--- src/design/spa_pkg.sv ---
// Shared types and constants for the sparse polynomial adder.
package spa_pkg;

	// Opcodes of an input item
	localparam logic [1:0] OP_LOAD_FIRST  = 2'd0;
	localparam logic [1:0] OP_LOAD_SECOND = 2'd1;
	localparam logic [1:0] OP_ADD         = 2'd2;

	// Depth of the command queue between front and back
	localparam int QUEUE_DEPTH = 2;

	typedef struct packed {
		logic [1:0]          opcode;
		logic signed [15:0]  term_coeff;
		logic [15:0]         term_expo;
	} spa_in_t;

	typedef struct packed {
		logic signed [16:0]  sum_coeff;
		logic [15:0]         sum_expo;
		logic                last_term;
		logic                empty_sum;
		logic                overflow;
	} spa_out_t;

	typedef enum logic [1:0] {
		CMD_LOAD_FIRST,
		CMD_LOAD_SECOND,
		CMD_ADD
	} spa_cmd_kind_t;

	typedef struct packed {
		spa_cmd_kind_t       kind;
		logic signed [15:0]  coeff;
		logic [15:0]         expo;
	} spa_cmd_t;

	typedef struct packed {
		logic signed [15:0]  coeff;
		logic [15:0]         expo;
	} spa_term_t;

	typedef enum logic [1:0] {
		ST_IDLE,
		ST_MERGE,
		ST_FLUSH
	} spa_state_t;

endpackage

--- src/design/spa_front.sv ---
// Front end: accepts input items, decodes the opcode and registers a command.
module spa_front (
	input  logic              clk,
	input  logic              arst_n,
	input  logic              term_valid,
	output logic              term_ready,
	input  spa_pkg::spa_in_t  term,
	output logic              cmd_valid,
	input  logic              cmd_ready,
	output spa_pkg::spa_cmd_t cmd
);
	import spa_pkg::*;

	logic     valid_s1;
	spa_cmd_t cmd_s1;
	logic     accept;
	logic     keep;
	spa_cmd_t decoded;

	assign term_ready = !valid_s1 || cmd_ready;
	assign accept     = term_valid && term_ready;

	// Decode: the unused opcode is swallowed here
	always_comb begin
		decoded       = '0;
		decoded.coeff = term.term_coeff;
		decoded.expo  = term.term_expo;
		keep          = 1'b1;
		unique case (term.opcode)
			OP_LOAD_FIRST:  decoded.kind = CMD_LOAD_FIRST;
			OP_LOAD_SECOND: decoded.kind = CMD_LOAD_SECOND;
			OP_ADD:         decoded.kind = CMD_ADD;
			default: begin
				decoded.kind = CMD_ADD;
				keep         = 1'b0;
			end
		endcase
	end

	// Command register
	always_ff @(posedge clk or negedge arst_n) begin
		if (!arst_n) begin
			valid_s1 <= 1'b0;
		end else if (accept) begin
			valid_s1 <= keep;
		end else if (cmd_ready) begin
			valid_s1 <= 1'b0;
		end
	end

	always_ff @(posedge clk) begin
		if (accept) begin
			cmd_s1 <= decoded;
		end
	end

	assign cmd_valid = valid_s1;
	assign cmd       = cmd_s1;

endmodule

--- src/design/spa_queue.sv ---
// Short command queue that decouples the front end from the merge engine.
module spa_queue (
	input  logic              clk,
	input  logic              arst_n,
	input  logic              push_valid,
	output logic              push_ready,
	input  spa_pkg::spa_cmd_t push_cmd,
	output logic              pop_valid,
	input  logic              pop_ready,
	output spa_pkg::spa_cmd_t pop_cmd
);
	import spa_pkg::*;

	localparam int PW = (QUEUE_DEPTH > 1) ? $clog2(QUEUE_DEPTH) : 1;
	localparam int CW = $clog2(QUEUE_DEPTH + 1);

	spa_cmd_t        slots_q [QUEUE_DEPTH];
	logic [PW-1:0]   wr_ptr_q;
	logic [PW-1:0]   rd_ptr_q;
	logic [CW-1:0]   fill_q;
	logic            push;
	logic            pop;

	assign push_ready = (fill_q != CW'(QUEUE_DEPTH));
	assign pop_valid  = (fill_q != '0);
	assign push       = push_valid && push_ready;
	assign pop        = pop_valid && pop_ready;
	assign pop_cmd    = slots_q[rd_ptr_q];

	// Pointer wrap that holds for any depth
	function automatic logic [PW-1:0] next_ptr(input logic [PW-1:0] p);
		logic [PW-1:0] r;
		if (p == PW'(QUEUE_DEPTH - 1)) begin
			r = '0;
		end else begin
			r = p + PW'(1);
		end
		return r;
	endfunction

	always_ff @(posedge clk or negedge arst_n) begin
		if (!arst_n) begin
			wr_ptr_q <= '0;
			rd_ptr_q <= '0;
			fill_q   <= '0;
		end else begin
			if (push) begin
				wr_ptr_q <= next_ptr(wr_ptr_q);
			end
			if (pop) begin
				rd_ptr_q <= next_ptr(rd_ptr_q);
			end
			if (push && !pop) begin
				fill_q <= fill_q + CW'(1);
			end else if (pop && !push) begin
				fill_q <= fill_q - CW'(1);
			end
		end
	end

	always_ff @(posedge clk) begin
		if (push) begin
			slots_q[wr_ptr_q] <= push_cmd;
		end
	end

endmodule

--- src/design/spa_back.sv ---
// Back end: term stores, merge engine, one-term lookahead and output register.
module spa_back #(
	parameter int MAX_TERMS = 16
) (
	input  logic              clk,
	input  logic              arst_n,
	input  logic              cmd_valid,
	output logic              cmd_ready,
	input  spa_pkg::spa_cmd_t cmd,
	output logic              sum_valid,
	input  logic              sum_ready,
	output spa_pkg::spa_out_t sum
);
	import spa_pkg::*;

	localparam int CW = $clog2(MAX_TERMS + 1);
	localparam int IW = (MAX_TERMS > 1) ? $clog2(MAX_TERMS) : 1;

	spa_term_t          first_mem  [MAX_TERMS];
	spa_term_t          second_mem [MAX_TERMS];

	spa_state_t         state_q, state_d;
	logic [CW-1:0]      first_cnt_q, first_cnt_d;
	logic [CW-1:0]      second_cnt_q, second_cnt_d;
	logic [CW-1:0]      i_q, i_d;
	logic [CW-1:0]      j_q, j_d;
	logic               dropped_q, dropped_d;
	logic               hold_valid_q, hold_valid_d;
	logic signed [16:0] hold_coeff_q, hold_coeff_d;
	logic [15:0]        hold_expo_q, hold_expo_d;
	logic               out_valid_q, out_valid_d;
	spa_out_t           out_q, out_d;

	logic               first_we;
	logic               second_we;
	logic               has_x;
	logic               has_y;
	spa_term_t          x;
	spa_term_t          y;
	logic signed [16:0] x_ext;
	logic signed [16:0] y_ext;
	logic signed [16:0] pair_sum;
	logic               cand_valid;
	logic signed [16:0] cand_coeff;
	logic [15:0]        cand_expo;
	logic               step_x;
	logic               step_y;
	logic               out_free;

	assign cmd_ready = (state_q == ST_IDLE);
	assign out_free  = !out_valid_q || sum_ready;

	// Store heads under the merge indexes
	assign has_x    = (i_q < first_cnt_q);
	assign has_y    = (j_q < second_cnt_q);
	assign x        = first_mem[i_q[IW-1:0]];
	assign y        = second_mem[j_q[IW-1:0]];
	assign x_ext    = {x.coeff[15], x.coeff};
	assign y_ext    = {y.coeff[15], y.coeff};
	assign pair_sum = x_ext + y_ext;

	// Merge step: pick the larger exponent, or add equal ones
	always_comb begin
		cand_valid = 1'b0;
		cand_coeff = x_ext;
		cand_expo  = x.expo;
		step_x     = 1'b0;
		step_y     = 1'b0;
		if (has_x && has_y) begin
			if (x.expo > y.expo) begin
				cand_valid = 1'b1;
				step_x     = 1'b1;
			end else if (x.expo < y.expo) begin
				cand_valid = 1'b1;
				cand_coeff = y_ext;
				cand_expo  = y.expo;
				step_y     = 1'b1;
			end else begin
				cand_valid = (pair_sum != '0);
				cand_coeff = pair_sum;
				step_x     = 1'b1;
				step_y     = 1'b1;
			end
		end else if (has_x) begin
			cand_valid = 1'b1;
			step_x     = 1'b1;
		end else if (has_y) begin
			cand_valid = 1'b1;
			cand_coeff = y_ext;
			cand_expo  = y.expo;
			step_y     = 1'b1;
		end
	end

	// Sequencer: next state, counters, lookahead and output register
	always_comb begin
		state_d      = state_q;
		first_cnt_d  = first_cnt_q;
		second_cnt_d = second_cnt_q;
		i_d          = i_q;
		j_d          = j_q;
		dropped_d    = dropped_q;
		hold_valid_d = hold_valid_q;
		hold_coeff_d = hold_coeff_q;
		hold_expo_d  = hold_expo_q;
		out_valid_d  = out_valid_q && !sum_ready;
		out_d        = out_q;
		first_we     = 1'b0;
		second_we    = 1'b0;
		unique case (state_q)
			ST_IDLE: begin
				if (cmd_valid) begin
					unique case (cmd.kind)
						CMD_LOAD_FIRST: begin
							if (first_cnt_q < CW'(MAX_TERMS)) begin
								first_we    = 1'b1;
								first_cnt_d = first_cnt_q + CW'(1);
							end else begin
								dropped_d = 1'b1;
							end
						end
						CMD_LOAD_SECOND: begin
							if (second_cnt_q < CW'(MAX_TERMS)) begin
								second_we    = 1'b1;
								second_cnt_d = second_cnt_q + CW'(1);
							end else begin
								dropped_d = 1'b1;
							end
						end
						CMD_ADD: begin
							i_d          = '0;
							j_d          = '0;
							hold_valid_d = 1'b0;
							state_d      = ST_MERGE;
						end
						default: begin
							state_d = ST_IDLE;
						end
					endcase
				end
			end
			ST_MERGE: begin
				if (!has_x && !has_y) begin
					state_d = ST_FLUSH;
				end else if (!(cand_valid && hold_valid_q) || out_free) begin
					if (step_x) begin
						i_d = i_q + CW'(1);
					end
					if (step_y) begin
						j_d = j_q + CW'(1);
					end
					if (cand_valid) begin
						// A new term proves the held one is not the last
						if (hold_valid_q) begin
							out_valid_d     = 1'b1;
							out_d.sum_coeff = hold_coeff_q;
							out_d.sum_expo  = hold_expo_q;
							out_d.last_term = 1'b0;
							out_d.empty_sum = 1'b0;
							out_d.overflow  = dropped_q;
						end
						hold_valid_d = 1'b1;
						hold_coeff_d = cand_coeff;
						hold_expo_d  = cand_expo;
					end
				end
			end
			ST_FLUSH: begin
				if (out_free) begin
					out_valid_d     = 1'b1;
					out_d.last_term = 1'b1;
					out_d.overflow  = dropped_q;
					if (hold_valid_q) begin
						out_d.sum_coeff = hold_coeff_q;
						out_d.sum_expo  = hold_expo_q;
						out_d.empty_sum = 1'b0;
					end else begin
						out_d.sum_coeff = '0;
						out_d.sum_expo  = '0;
						out_d.empty_sum = 1'b1;
					end
					first_cnt_d  = '0;
					second_cnt_d = '0;
					dropped_d    = 1'b0;
					hold_valid_d = 1'b0;
					state_d      = ST_IDLE;
				end
			end
			default: begin
				state_d = ST_IDLE;
			end
		endcase
	end

	always_ff @(posedge clk or negedge arst_n) begin
		if (!arst_n) begin
			state_q      <= ST_IDLE;
			first_cnt_q  <= '0;
			second_cnt_q <= '0;
			i_q          <= '0;
			j_q          <= '0;
			dropped_q    <= 1'b0;
			hold_valid_q <= 1'b0;
			out_valid_q  <= 1'b0;
		end else begin
			state_q      <= state_d;
			first_cnt_q  <= first_cnt_d;
			second_cnt_q <= second_cnt_d;
			i_q          <= i_d;
			j_q          <= j_d;
			dropped_q    <= dropped_d;
			hold_valid_q <= hold_valid_d;
			out_valid_q  <= out_valid_d;
		end
	end

	// Payload registers
	always_ff @(posedge clk) begin
		hold_coeff_q <= hold_coeff_d;
		hold_expo_q  <= hold_expo_d;
		out_q        <= out_d;
	end

	// Term stores
	always_ff @(posedge clk) begin
		if (first_we) begin
			first_mem[first_cnt_q[IW-1:0]] <= '{coeff: cmd.coeff, expo: cmd.expo};
		end
		if (second_we) begin
			second_mem[second_cnt_q[IW-1:0]] <= '{coeff: cmd.coeff, expo: cmd.expo};
		end
	end

	assign sum_valid = out_valid_q;
	assign sum       = out_q;

endmodule

--- src/design/sparse_polynomial_add.sv ---
// Sparse polynomial adder: loads one term per cycle while no add holds the merge engine.
// A load item is registered at the front, held in a queue slot, then written to its store (front, queue, back).
// An add passes the same path; its first result follows the merge lookahead and the output register.
// Throughput: one load per cycle while idle; merging takes one term or equal pair per cycle unless output stalls.
// Reset clears counts, overflow flag, queue and handshakes; term stores keep contents.
module sparse_polynomial_add #(
	parameter int MAX_TERMS = 16
) (
	input  logic              clk,
	input  logic              arst_n,
	input  logic              term_valid,
	output logic              term_ready,
	input  spa_pkg::spa_in_t  term,
	output logic              sum_valid,
	input  logic              sum_ready,
	output spa_pkg::spa_out_t sum
);
	import spa_pkg::*;

	logic     front_valid;
	logic     front_ready;
	spa_cmd_t front_cmd;
	logic     back_valid;
	logic     back_ready;
	spa_cmd_t back_cmd;

	spa_front u_front (
		.clk        (clk),
		.arst_n     (arst_n),
		.term_valid (term_valid),
		.term_ready (term_ready),
		.term       (term),
		.cmd_valid  (front_valid),
		.cmd_ready  (front_ready),
		.cmd        (front_cmd)
	);

	spa_queue u_queue (
		.clk        (clk),
		.arst_n     (arst_n),
		.push_valid (front_valid),
		.push_ready (front_ready),
		.push_cmd   (front_cmd),
		.pop_valid  (back_valid),
		.pop_ready  (back_ready),
		.pop_cmd    (back_cmd)
	);

	spa_back #(
		.MAX_TERMS (MAX_TERMS)
	) u_back (
		.clk       (clk),
		.arst_n    (arst_n),
		.cmd_valid (back_valid),
		.cmd_ready (back_ready),
		.cmd       (back_cmd),
		.sum_valid (sum_valid),
		.sum_ready (sum_ready),
		.sum       (sum)
	);

endmodule
--- config.mk ---
export PLATFORM = sky130hd
export DESIGN_NAME = sparse_polynomial_add
export DESIGN_NICKNAME = d
export VERILOG_FILES = /design/src/design/spa_pkg.sv /design/src/design/spa_front.sv /design/src/design/spa_queue.sv /design/src/design/spa_back.sv /design/src/design/sparse_polynomial_add.sv
export SDC_FILE = /design/constraint.sdc
export NUM_CORES = 1
export LEC_CHECK = 0
export BUFFER_PORTS_ARGS = -buffer_cell sky130_fd_sc_hd__clkbuf_2
export CAP_MARGIN = 5
export CORE_UTILIZATION = 57
export CTS_CLUSTER_DIAMETER = 60
export DETAILED_ROUTE_END_ITERATION = 10
export PLACE_DENSITY = 0.81
export SLEW_MARGIN = 20
export SYNTH_ARGS = -nofsm -noshare
export SYNTH_HDL_FRONTEND = slang
export SYNTH_SLANG_ARGS = --single-unit
--- constraint.sdc ---
create_clock -name clk -period 10.25 [get_ports clk]
set_input_delay 0.5125 -clock clk [delete_from_list [all_inputs] [get_ports clk]]
set_output_delay 0.5125 -clock clk [all_outputs]
set_load 0.02 [all_outputs]
After elaboration in Yosys (flattened, before gate mapping)
Memory sizes are Yosys's and may differ from the RTL's. Cells that the tools add are included.

Output and inout port bits: 38. Memories kept: 3. Bits in writable memories: 1092. Input bits: 38. Register bits: 133.

Memory list: u_back.first_mem (depth 16, width 32, read ports 1, clocked after memory_dff 0, wr ports 1, line spa_back.sv:19) `spa_term_t first_mem [MAX_TERMS];`; u_back.second_mem (depth 16, width 32, read ports 1, clocked after memory_dff 0, wr ports 1, line spa_back.sv:20) `spa_term_t second_mem [MAX_TERMS];`; u_queue.slots_q (depth 2, width 34, read ports 1, clocked after memory_dff 0, wr ports 1, line spa_queue.sv:17) `spa_cmd_t slots_q [QUEUE_DEPTH];`.

Muxes and demuxes: 94. Eq/ne operators: 25. Bitwise gates (word level): 1. Add/sub/neg operators: 9. $lt $le $gt $ge: 6. Reductions and logical operators: 42.

Operator list (count): 36-bit two-way mux (5); 17-bit two-way mux (5); 16-bit two-way mux (5); 5-bit two-way mux (15); 36-bit one-hot mux with 2 select lines (1); 1-bit two-way mux (46); 5-bit one-hot mux with 2 select lines (4); 33-bit two-way mux (1); 2-bit by 1-bit inequality test with 1-bit output (second input constant) (13); 6-bit AND reduction (4); 5-bit by 1-bit adder with 5-bit output (second input constant) (4); 16-bit by 16-bit adder with 17-bit output (1); 17-bit nonzero test (1); 16-bit > comparator (1); 16-bit less-than comparator (1); 2-bit nonzero test (6); 5-bit less-than comparator (2); 5-bit less-than comparator (second input constant) (2); 2-bit two-way mux (5); 5-bit AND reduction (2); 1-bit logical AND (9); 1-bit zero test (8); 2-bit one-hot mux with 2 select lines (2); 4-bit AND reduction (2); other kinds (18) (32).

Logic depth before layout (Yosys ltp)
Gate-level depths: netlist of the first run. An unclocked memory read counts as a cell.

Depth after elaboration: 12. Depth in mapped cells: 19. Mapped depth without buffers: 14.

Cells and area by module
A second synthesis of the first run with hierarchy kept.

Cell total of the unflattened synthesis: 2214. Area, all modules: 48446.5 um2.

Modules (own cells, without submodules): spa_back (seq. area each 33447.1 um2, instances 1, area an instance 44555.2 um2, cells each 2049); spa_queue (seq. area each 2142.1 um2, instances 1, area an instance 2798.9 um2, cells each 124); spa_front (seq. area each 1046.0 um2, instances 1, area an instance 1092.3 um2, cells each 41).

Worst setup path after synthesis of the first run
Ideal clock, no wire load.

Kind: register -> register. From: reg u_back.i_q[0]. To: reg u_back.out_q, in the netlist u_back.sum[0] (enable). Cell stages (with the launch flop): 17. Period minus slack after synthesis: 7.310 ns. Setup time: 0.441 ns. Arrival: 6.869 ns. Data required time: 9.809 ns. Path buffers: 4. Slack: 2.940 ns. Cell sequence: dfrtp_1 > clkbuf_1 > clkbuf_1 > buf_2 > buf_1 > mux4_2 > mux4_2 > ha_1 > fa_1 > a211o_1 > a41o_1 > o2111a_1 > o311a_1 > mux2_2 > nand4_2 > nand4_1 > a21oi_1.

Word-level cells in the longest chain between the ends: 11. Elaborated cells between the ends (all ways): 20. Classes of those cells: add/sub (1); order compare (3); eq/ne (3); mux (4); reduce/logical (8); memory (1).

Ends and longest elaborated chain: from (decl) (line spa_back.sv:25) `logic [CW-1:0] i_q, i_d;`; from (signal assigned) (line spa_back.sv:209) `i_q <= i_d;`; memory read 16 x 32 bit; 16-bit by 16-bit adder with 17-bit output (line spa_back.sv:60) `assign pair_sum = x_ext + y_ext;`; 17-bit nonzero test (line spa_back.sv:79) `cand_valid = (pair_sum != '0);`; 1-bit two-way mux (line spa_back.sv:73) `end else if (x.expo < y.expo) begin`; 1-bit two-way mux (line spa_back.sv:70) `if (x.expo > y.expo) begin`; 1-bit two-way mux (line spa_back.sv:69) `if (has_x && has_y) begin`; 1-bit logical AND (line spa_back.sv:145) `end else if (!(cand_valid && hold_valid_q) || out_free) begin`; 1-bit zero test (line spa_back.sv:145); 1-bit logical OR (line spa_back.sv:145); 2-bit by 1-bit inequality test with 1-bit output (no line); 6-bit AND reduction (no line) *; to (signal assigned) (line spa_back.sv:221) `out_q <= out_d;`; to (decl) (line spa_back.sv:32) `spa_out_t out_q, out_d;`.

Every way passes the cells marked *; elsewhere a longest branch is shown, timed or not. A chain may end at the register's enable or synchronous reset.

Final worst setup path of the first run
From: reg u_back.j_q[1]. To: reg u_back.j_q[4].

Word-level cells in the longest chain between the ends: 11. Elaborated cells between the ends (all ways): 29. Classes of those cells: add/sub (2); order compare (3); eq/ne (3); mux (12); reduce/logical (8); memory (1).

Ends and longest elaborated chain: from (decl) (line spa_back.sv:26) `logic [CW-1:0] j_q, j_d;`; from (signal assigned) (line spa_back.sv:210) `j_q <= j_d;`; memory read 16 x 32 bit; 16-bit by 16-bit adder with 17-bit output (line spa_back.sv:60); 17-bit nonzero test (line spa_back.sv:79); 1-bit two-way mux (line spa_back.sv:73); 1-bit two-way mux (line spa_back.sv:70); 1-bit two-way mux (line spa_back.sv:69); 1-bit logical AND (line spa_back.sv:145); 1-bit zero test (line spa_back.sv:145); 1-bit logical OR (line spa_back.sv:145); 2-bit by 1-bit inequality test with 1-bit output (no line); 6-bit AND reduction (no line).

Parallel ways exist; a longest one is shown, timed or not. The select of a mux whose other input is x is not followed.

==> results.sh, run 1 <==
export IMPL_numCtsBuffers=115
export IMPL_die_height_um=292
export IMPL_hold_class="in2reg"
export IMPL_clock_latency_ns=0.69
export IMPL_cts_tree="yes"
export IMPL_internal_power_w=0.0110
export IMPL_synth_nets=2281
export IMPL_cpPeakStageDelay_ns=1.03
export IMPL_max_freq_mhz=153
export IMPL_dp_hpwl_mm=62.5
export IMPL_pwr_share_seq=0.423
export IMPL_crit_chain="buf_4, mux4_2, mux4_2, ha_1, nand3_1, and2_1, a211oi_1, o221ai_1, and3_1, nor3_1, nand4_2, a221o_1, or3_1, a21oi_1"
export IMPL_overflow=0
export IMPL_clk_pin_slew_worst_paths_ns=0.06
export IMPL_num_rows=105
export IMPL_p_per_area_nw_per_um2=303
export IMPL_r2r_start="u_back.j_q[1]$_DFFE_PN0P_"
export IMPL_h_tree_depth=3
export IMPL_skew_ns=0.0242
export IMPL_die_area_um2=85200
export IMPL_critPathArrivalTime_ns=7.12
export IMPL_postRouteAntennaNets=0
export IMPL_synth_area_um2=47900
export IMPL_io_buffers=75
export IMPL_slowest_stage="dfrtp_4"
export IMPL_post_route_drc_count=0
export IMPL_cts_max_path_buffers=3
export IMPL_avgRoutedWirePerCell_um=33.7
export IMPL_num_io_pins=76
export IMPL_crit_fanout=72
export IMPL_syn_inst=2188
export IMPL_gp_congestion=0.896
export IMPL_cp_end_kind="flop"
export IMPL_root_buffer="clkbuf_16"
export IMPL_power_frac_clock=0.260
export IMPL_seq_area_frac_synth=0.765
export IMPL_critPathLaunch="u_back.j_q[1]$_DFFE_PN0P_"
export IMPL_switchingPower_w=0.00535
export IMPL_routed_wl_mm=119
export IMPL_start_kind="flop"
export IMPL_postCtsSetupRepairBufs=0
export IMPL_synthFlopType="edfxtp_1"
export IMPL_hold_viol=0
export IMPL_post_cts_resized=0
export IMPL_critPathKind="reg2reg"
export IMPL_finalSetupViolations=0
export IMPL_synth_seq_cells=1225
export IMPL_fin_crit_sh=0.637
export IMPL_synth_edff_count=1195
export IMPL_synth_avg_cell_area_um2=21.9
export IMPL_hold_start="term[20]"
export IMPL_finish_utilization=0.653
export IMPL_whs_ns=0.0342
export IMPL_outcome="complete, no violations"
export IMPL_core_um2=82600
export IMPL_ys_types=65
export IMPL_dr_pass1_iters=6
export IMPL_hold_buffers=27
export IMPL_grt_start_max_net_pins=98
export IMPL_finalCriticalPeriod_ns=6.53
export IMPL_nNetsFinal=2454
export IMPL_slew_violations=0
export IMPL_p_leak_nw=17.0
export IMPL_die_x_um=292
export IMPL_cpMostUsedCell="mux4_2"
export IMPL_rsz0062_at_grt="no"
export IMPL_start_util=0.579
export IMPL_tightest_slew_ns=1.15
export IMPL_grt_pass1_wl_mm=170
export IMPL_track_usage=0.284
export IMPL_via_per_inst=6.82
export IMPL_synthArstFlopShare=0.0245
export IMPL_cap_violations=0
export IMPL_ys_warn_count=0
export IMPL_area_growth_pct=12.7
export IMPL_drive_above_1_share=0.294
export IMPL_antenna_found_initial=5
export IMPL_nFillCells=5000
export IMPL_swShare=0.328
export IMPL_worstPathRequired_ns=10.85
export IMPL_initialDrtViolationCount=3325
export IMPL_grt_pass1_vias=24600
export IMPL_vias=24100
export IMPL_slew_headroom=0.231
export IMPL_clkSinkCount=1225
export IMPL_power_frac_comb=0.317
export IMPL_vdd_drop_max_v=0.000204
export IMPL_final_setup_tns_ns=0
## critical path: cells and delay by family (launching register included)
family / cells / cell delay, ns
AND/OR/NAND/NOR: 6 / 1.46
buffers and inverters: 1 / 1.01
AO/OA/AOI/OAI: 4 / 1.41
adder cells (fa/ha/maj): 1 / 0.45
multiplexers: 2 / 1.03
flip-flops: 1 / 1.03
## power groups by stage
stage	logic (W)	registers [W]	clock network, W
finish	0.00518	0.00691	0.00425
global route	0.00549	0.00694	0.00446
CTS	0.00512	0.00691	0.00428
detailed placement	0.00501	0.00700	0
global placement	0.00486	0.00697	0
floorplan	0.00357	0.00680	0
## per-layer routing
layer	vias up	GRT usage	wire (um)
met4	6	0.108	4520
li1	9483	-	-
met1	12600	0.380	42400
met3	322	0.0536	12300
met2	1677	0.468	59700
met5	-	0	40
## worst paths after layout
path                                                     to  slack [ns]  cells past startpoint
setup / recovery                  u_back.j_q[4]$_DFFE_PN0P_        3.72                     14
hold / removal                    u_front.cmd[20]$_DFFE_PP_        0.03                      1
setup reg to reg                  u_back.j_q[4]$_DFFE_PN0P_        3.72                     14
hold reg to reg            u_queue.slots_q[0][12]$_DFFE_PP_        0.44                      0
max in group asynchronous         u_back.j_q[0]$_DFFE_PN0P_        9.22                      2
min in group asynchronous     u_queue.fill_q[1]$_DFFE_PN0P_        0.44                      2
## Yosys cell counts (6+ instances only)
cell      instances  share of area
a21oi_1          31         0.0032
nand3_1          18         0.0019
nand4_1           8         0.0010
ha_1             54          0.014
edfxtp_1       1195           0.75
a22oi_1          12         0.0019
inv_1            39         0.0031
o21ai_0          38         0.0040
buf_1            24         0.0019
nor3_1           16         0.0017
mux4_2          320           0.15
o211ai_1          8         0.0013
mux2_2           52          0.012
and2_1           38         0.0050
dfrtp_1          30          0.016
nor2b_1           6        0.00078
nor2_1           49         0.0038
or3_1             8         0.0010
clkbuf_1         70         0.0055
a21o_1            6        0.00094
xnor2_1          12         0.0022
nand2_1          83         0.0065
## final cells by class
class / instances / area, um^2 / area share
Multi-Input combinational cell: 828 / 11000 / 0.204
Inverter: 39 / 146 / 0.00271
Tap cell: 1070 / 1340 / 0.0248
Clock buffer: 139 / 3030 / 0.0562
Timing Repair Buffer: 152 / 1050 / 0.0194
Antenna cell: 2 / 5.00 / 0.0000928
Clock inverter: 79 / 714 / 0.0132
Sequential cell: 1225 / 36700 / 0.679
## metrics by stage
| stage | total power, W | instances | setup slack [ns] | cell area, um^2 |
|---|---|---|---|---|
| global placement | 0.0118 | 3287 | 4.01 | 49900 |
| finish | 0.0163 | 3534 | 3.72 | 53900 |
| floorplan | 0.0104 | 2188 | 2.94 | 47900 |
| detailed placement | 0.0120 | 3287 | 3.90 | 49900 |
| global route | 0.0169 | 3532 | 3.51 | 53900 |
| CTS | 0.0163 | 3532 | 3.81 | 53900 |
## cells in the final DEF (no fill, tap or decap), types with 4 or more instances in the layout
master            n
edfxtp_1       1195
bufinv_16        12
dfrtp_4           4
a21o_1            6
o211ai_1          8
buf_4            48
or3_1             8
xnor2_1          12
clkbuf_2         75
nor2_1           24
mux2_2           52
o21ai_0          38
nor3_1            7
and2_1           37
clkinv_1         28
dlygate4sd3_1    27
clkinv_2         30
mux4_2          320
clkbuf_16       118
a21oi_1          29
a22oi_1          12
inv_1            39
clkbuf_1         21
dfrtp_1          22
inv_6             4
a31oi_1           5
nor2_4           25
dfrtp_2           4
nand3_1          18
nand2_1          83
nand4_1           8
ha_1             54
nand2b_1          4
and3_1            4
nor2b_1           6
xor2_1            5
nor3_2            9
## registers in the layout (all words and copies together), names as in the netlist, 16 cells and up
name and count:
u_back.first_mem 512, u_back.hold_coeff_q 17, u_back.hold_expo_q 16, u_back.second_mem 512, u_back.sum 36, u_front.cmd 34, u_queue.slots_q 68
## cells by family (layout without fill, tap and decap cells)
kind of cell / count (synthesis) / count (layout) / share of synthesized area
flip-flops: 1225 / 1225 / 0.765
XOR/XNOR: 17 / 17 / 0.00311
AND/OR/NAND/NOR: 248 / 248 / 0.0253
buffers and inverters: 135 / 409 / 0.0106
multiplexers: 373 / 373 / 0.163
AO/OA/AOI/OAI: 135 / 135 / 0.0185
other: 0 / 2 / 0
adder cells (fa/ha/maj): 55 / 55 / 0.0145
No activity file was read; power rests on OpenSTA's default activity.
==> run 2: changes to the inputs <==
==> constraint.sdc (replaced) <==
create_clock -name clk -period 6.4 [get_ports clk]
set_input_delay 0.32 -clock clk [delete_from_list [all_inputs] [get_ports clk]]
set_output_delay 0.32 -clock clk [all_outputs]
set_load 0.02 [all_outputs]
==> run 2 against run 1 <==
Net effect:
- die area unchanged
- critical path type unchanged
- clock power up 55%
- highest routed layer is now met4
- design area up 0.38%
- power up 61%
- register-to-register slack worse by 3.2 ns
- clock skew up 0.0049 ns
- sequential cell count unchanged
- count of clock-buffer cells in the layout up 5
- sequential share of layout area down 0.26 points
- critical path depth unchanged
- worst setup slack worse by 3.2 ns
==> results.sh, run 2 (same netlist as run 1, synthesis figures left out) <==
export IMPL_final_setup_tns_ns=0
export IMPL_slew_headroom=0.254
export IMPL_area_growth_pct=13.1
export IMPL_clk_pin_slew_worst_paths_ns=0.07
export IMPL_clock_latency_ns=0.69
export IMPL_vias=24400
export IMPL_worstPathRequired_ns=7.01
export IMPL_layout_common_cells="edfxtp_1 (1,195), mux4_2 (320), clkbuf_16 (117)"
export IMPL_dp_hpwl_mm=67.7
export IMPL_grt_start_max_net_pins=83
export IMPL_clkSinkCount=1225
export IMPL_drive_above_1_share=0.297
export IMPL_finalSetupViolations=0
export IMPL_hold_start="sum_ready"
export IMPL_placed_area_um2=50200
export IMPL_num_rows=105
export IMPL_layout_commonest_cell="edfxtp_1"
export IMPL_timing_rr_end="u_back.j_q[4]$_DFFE_PN0P_"
export IMPL_max_freq_mhz=169
export IMPL_cts_max_path_buffers=3
export IMPL_dr_pass1_iters=6
export IMPL_rsz0062_at_grt="no"
export IMPL_hold_viol=0
export IMPL_nNetsFinal=2491
export IMPL_initialDrtViolationCount=3126
export IMPL_core_um2=82600
export IMPL_nFillCells=4927
export IMPL_num_io_pins=76
export IMPL_pre_cts_slack_ns=0.571
export IMPL_grt_pass1_wl_mm=174
export IMPL_tightest_slew_ns=1.11
export IMPL_die_height_um=292
export IMPL_p_per_area_nw_per_um2=485
export IMPL_endpoint="u_back.j_q[4]$_DFFE_PN0P_"
export IMPL_postCtsSetupRepairBufs=0
export IMPL_io_buffers=75
export IMPL_post_route_drc_count=0
export IMPL_critPathArrivalTime_ns=6.53
export IMPL_skew_ns=0.0291
export IMPL_cts_tree="yes"
export IMPL_finalCriticalPeriod_ns=5.92
export IMPL_diodes=0
export IMPL_worst_slack_ns=0.475
export IMPL_ff2ff_path_depth=14
export IMPL_avgRoutedWirePerCell_um=34.3
export IMPL_cp_end_kind="flop"
export IMPL_track_usage=0.291
export IMPL_r2r_start="u_back.i_q[0]$_DFFE_PN0P_"
export IMPL_hold_class="in2reg"
export IMPL_outcome="complete, no violations"
export IMPL_root_buffer="clkbuf_16"
export IMPL_routed_wl_mm=122
export IMPL_grt_pass1_vias=25000
export IMPL_slew_violations=0
export IMPL_dp_cells=3314
export IMPL_start_util=0.579
export IMPL_critPathKind="reg2reg"
export IMPL_finish_utilization=0.655
export IMPL_overflow=0
export IMPL_die_area_um2=85200
export IMPL_h_tree_depth=3
export IMPL_vdd_drop_max_v=0.000390
export IMPL_gp_congestion=0.964
export IMPL_numCtsBuffers=115
export IMPL_p_leak_nw=17.1
export IMPL_die_x_um=292
export IMPL_critPathLaunch="u_back.i_q[0]$_DFFE_PN0P_"
export IMPL_post_cts_resized=0
export IMPL_crit_fanout=45
export IMPL_via_per_inst=6.84
export IMPL_antenna_found_initial=1
export IMPL_fin_crit_sh=0.926
export IMPL_postRouteAntennaNets=0
export IMPL_final_cells=3562
export IMPL_fin_area_um2=54200
export IMPL_start_kind="flop"
export IMPL_r2r_slack_ns=0.48
export IMPL_cap_violations=0
-- run 2: per-layer routing --
| layer | GRT usage | wire length [um] | up-vias |
|---|---|---|---|
| met5 | 0 | 0 | - |
| met4 | 0.126 | 6010 | 0 |
| met3 | 0.0527 | 11900 | 386 |
| met2 | 0.488 | 61300 | 1734 |
| met1 | 0.378 | 42800 | 12700 |
| li1 | - | - | 9550 |
-- run 2: worst min-delay path by stage --
stage,endpoint,slack (ns),depth (start not counted)
global route,u_back.sum_valid$_DFF_PN0_,0.14,3
CTS,u_back.sum_valid$_DFF_PN0_,0.11,3
global placement,u_back.first_cnt_q[2]$_DFFE_PN0P_,0.42,1
finish,u_back.sum_valid$_DFF_PN0_,0.15,3
floorplan,u_back.dropped_q$_DFFE_PN0P_,0.02,0
detailed placement,u_queue.slots_q[0][22]$_DFFE_PP_,0.43,0
-- run 2: worst max-delay path, cell delays in order (launching register included) --
cell       delay, ns
dfrtp_4         0.93
buf_12          0.39
buf_4           0.29
mux4_2          0.55
mux4_2          0.52
ha_1            0.32
nand4_1         0.20
a2111oi_0       0.56
or3_1           0.43
nand3_1         0.21
nor4_2          0.21
nand4_2         0.21
a221o_1         0.49
or3_1           0.38
a21oi_1         0.15
-- run 2: layout make-up --
cell class | instances | area [um^2] | share of cell area
Sequential cell | 1225 | 36700 | 0.677
Multi-Input combinational cell | 828 | 11000 | 0.203
Tap cell | 1070 | 1340 | 0.0247
Clock buffer | 144 | 3030 | 0.0559
Inverter | 39 | 146 | 0.00270
Clock inverter | 67 | 552 | 0.0102
Timing Repair Buffer | 189 | 1420 | 0.0263
-- run 2: through the flow --
stage	hold slack [ns]	total power, W
final	0.145	0.0262
after CTS	0.112	0.0261
after global placement	0.418	0.0192
after detailed placement	0.431	0.0195
after floorplan	0.0244	0.0166
after global routing	0.135	0.0271
-- run 2: repair_timing --
item,in CTS,in global routing
hold buffers,37,0
endpoints found under the hold margin,65,0
setup endpoints to repair,0,0
-- run 2: power by group --
group | leakage (nW) | switching, W | internal [W]
clock network | 1.75 | 0.00292 | 0.00364
registers | 11.2 | 0.000488 | 0.0105
logic | 4.21 | 0.00534 | 0.00333
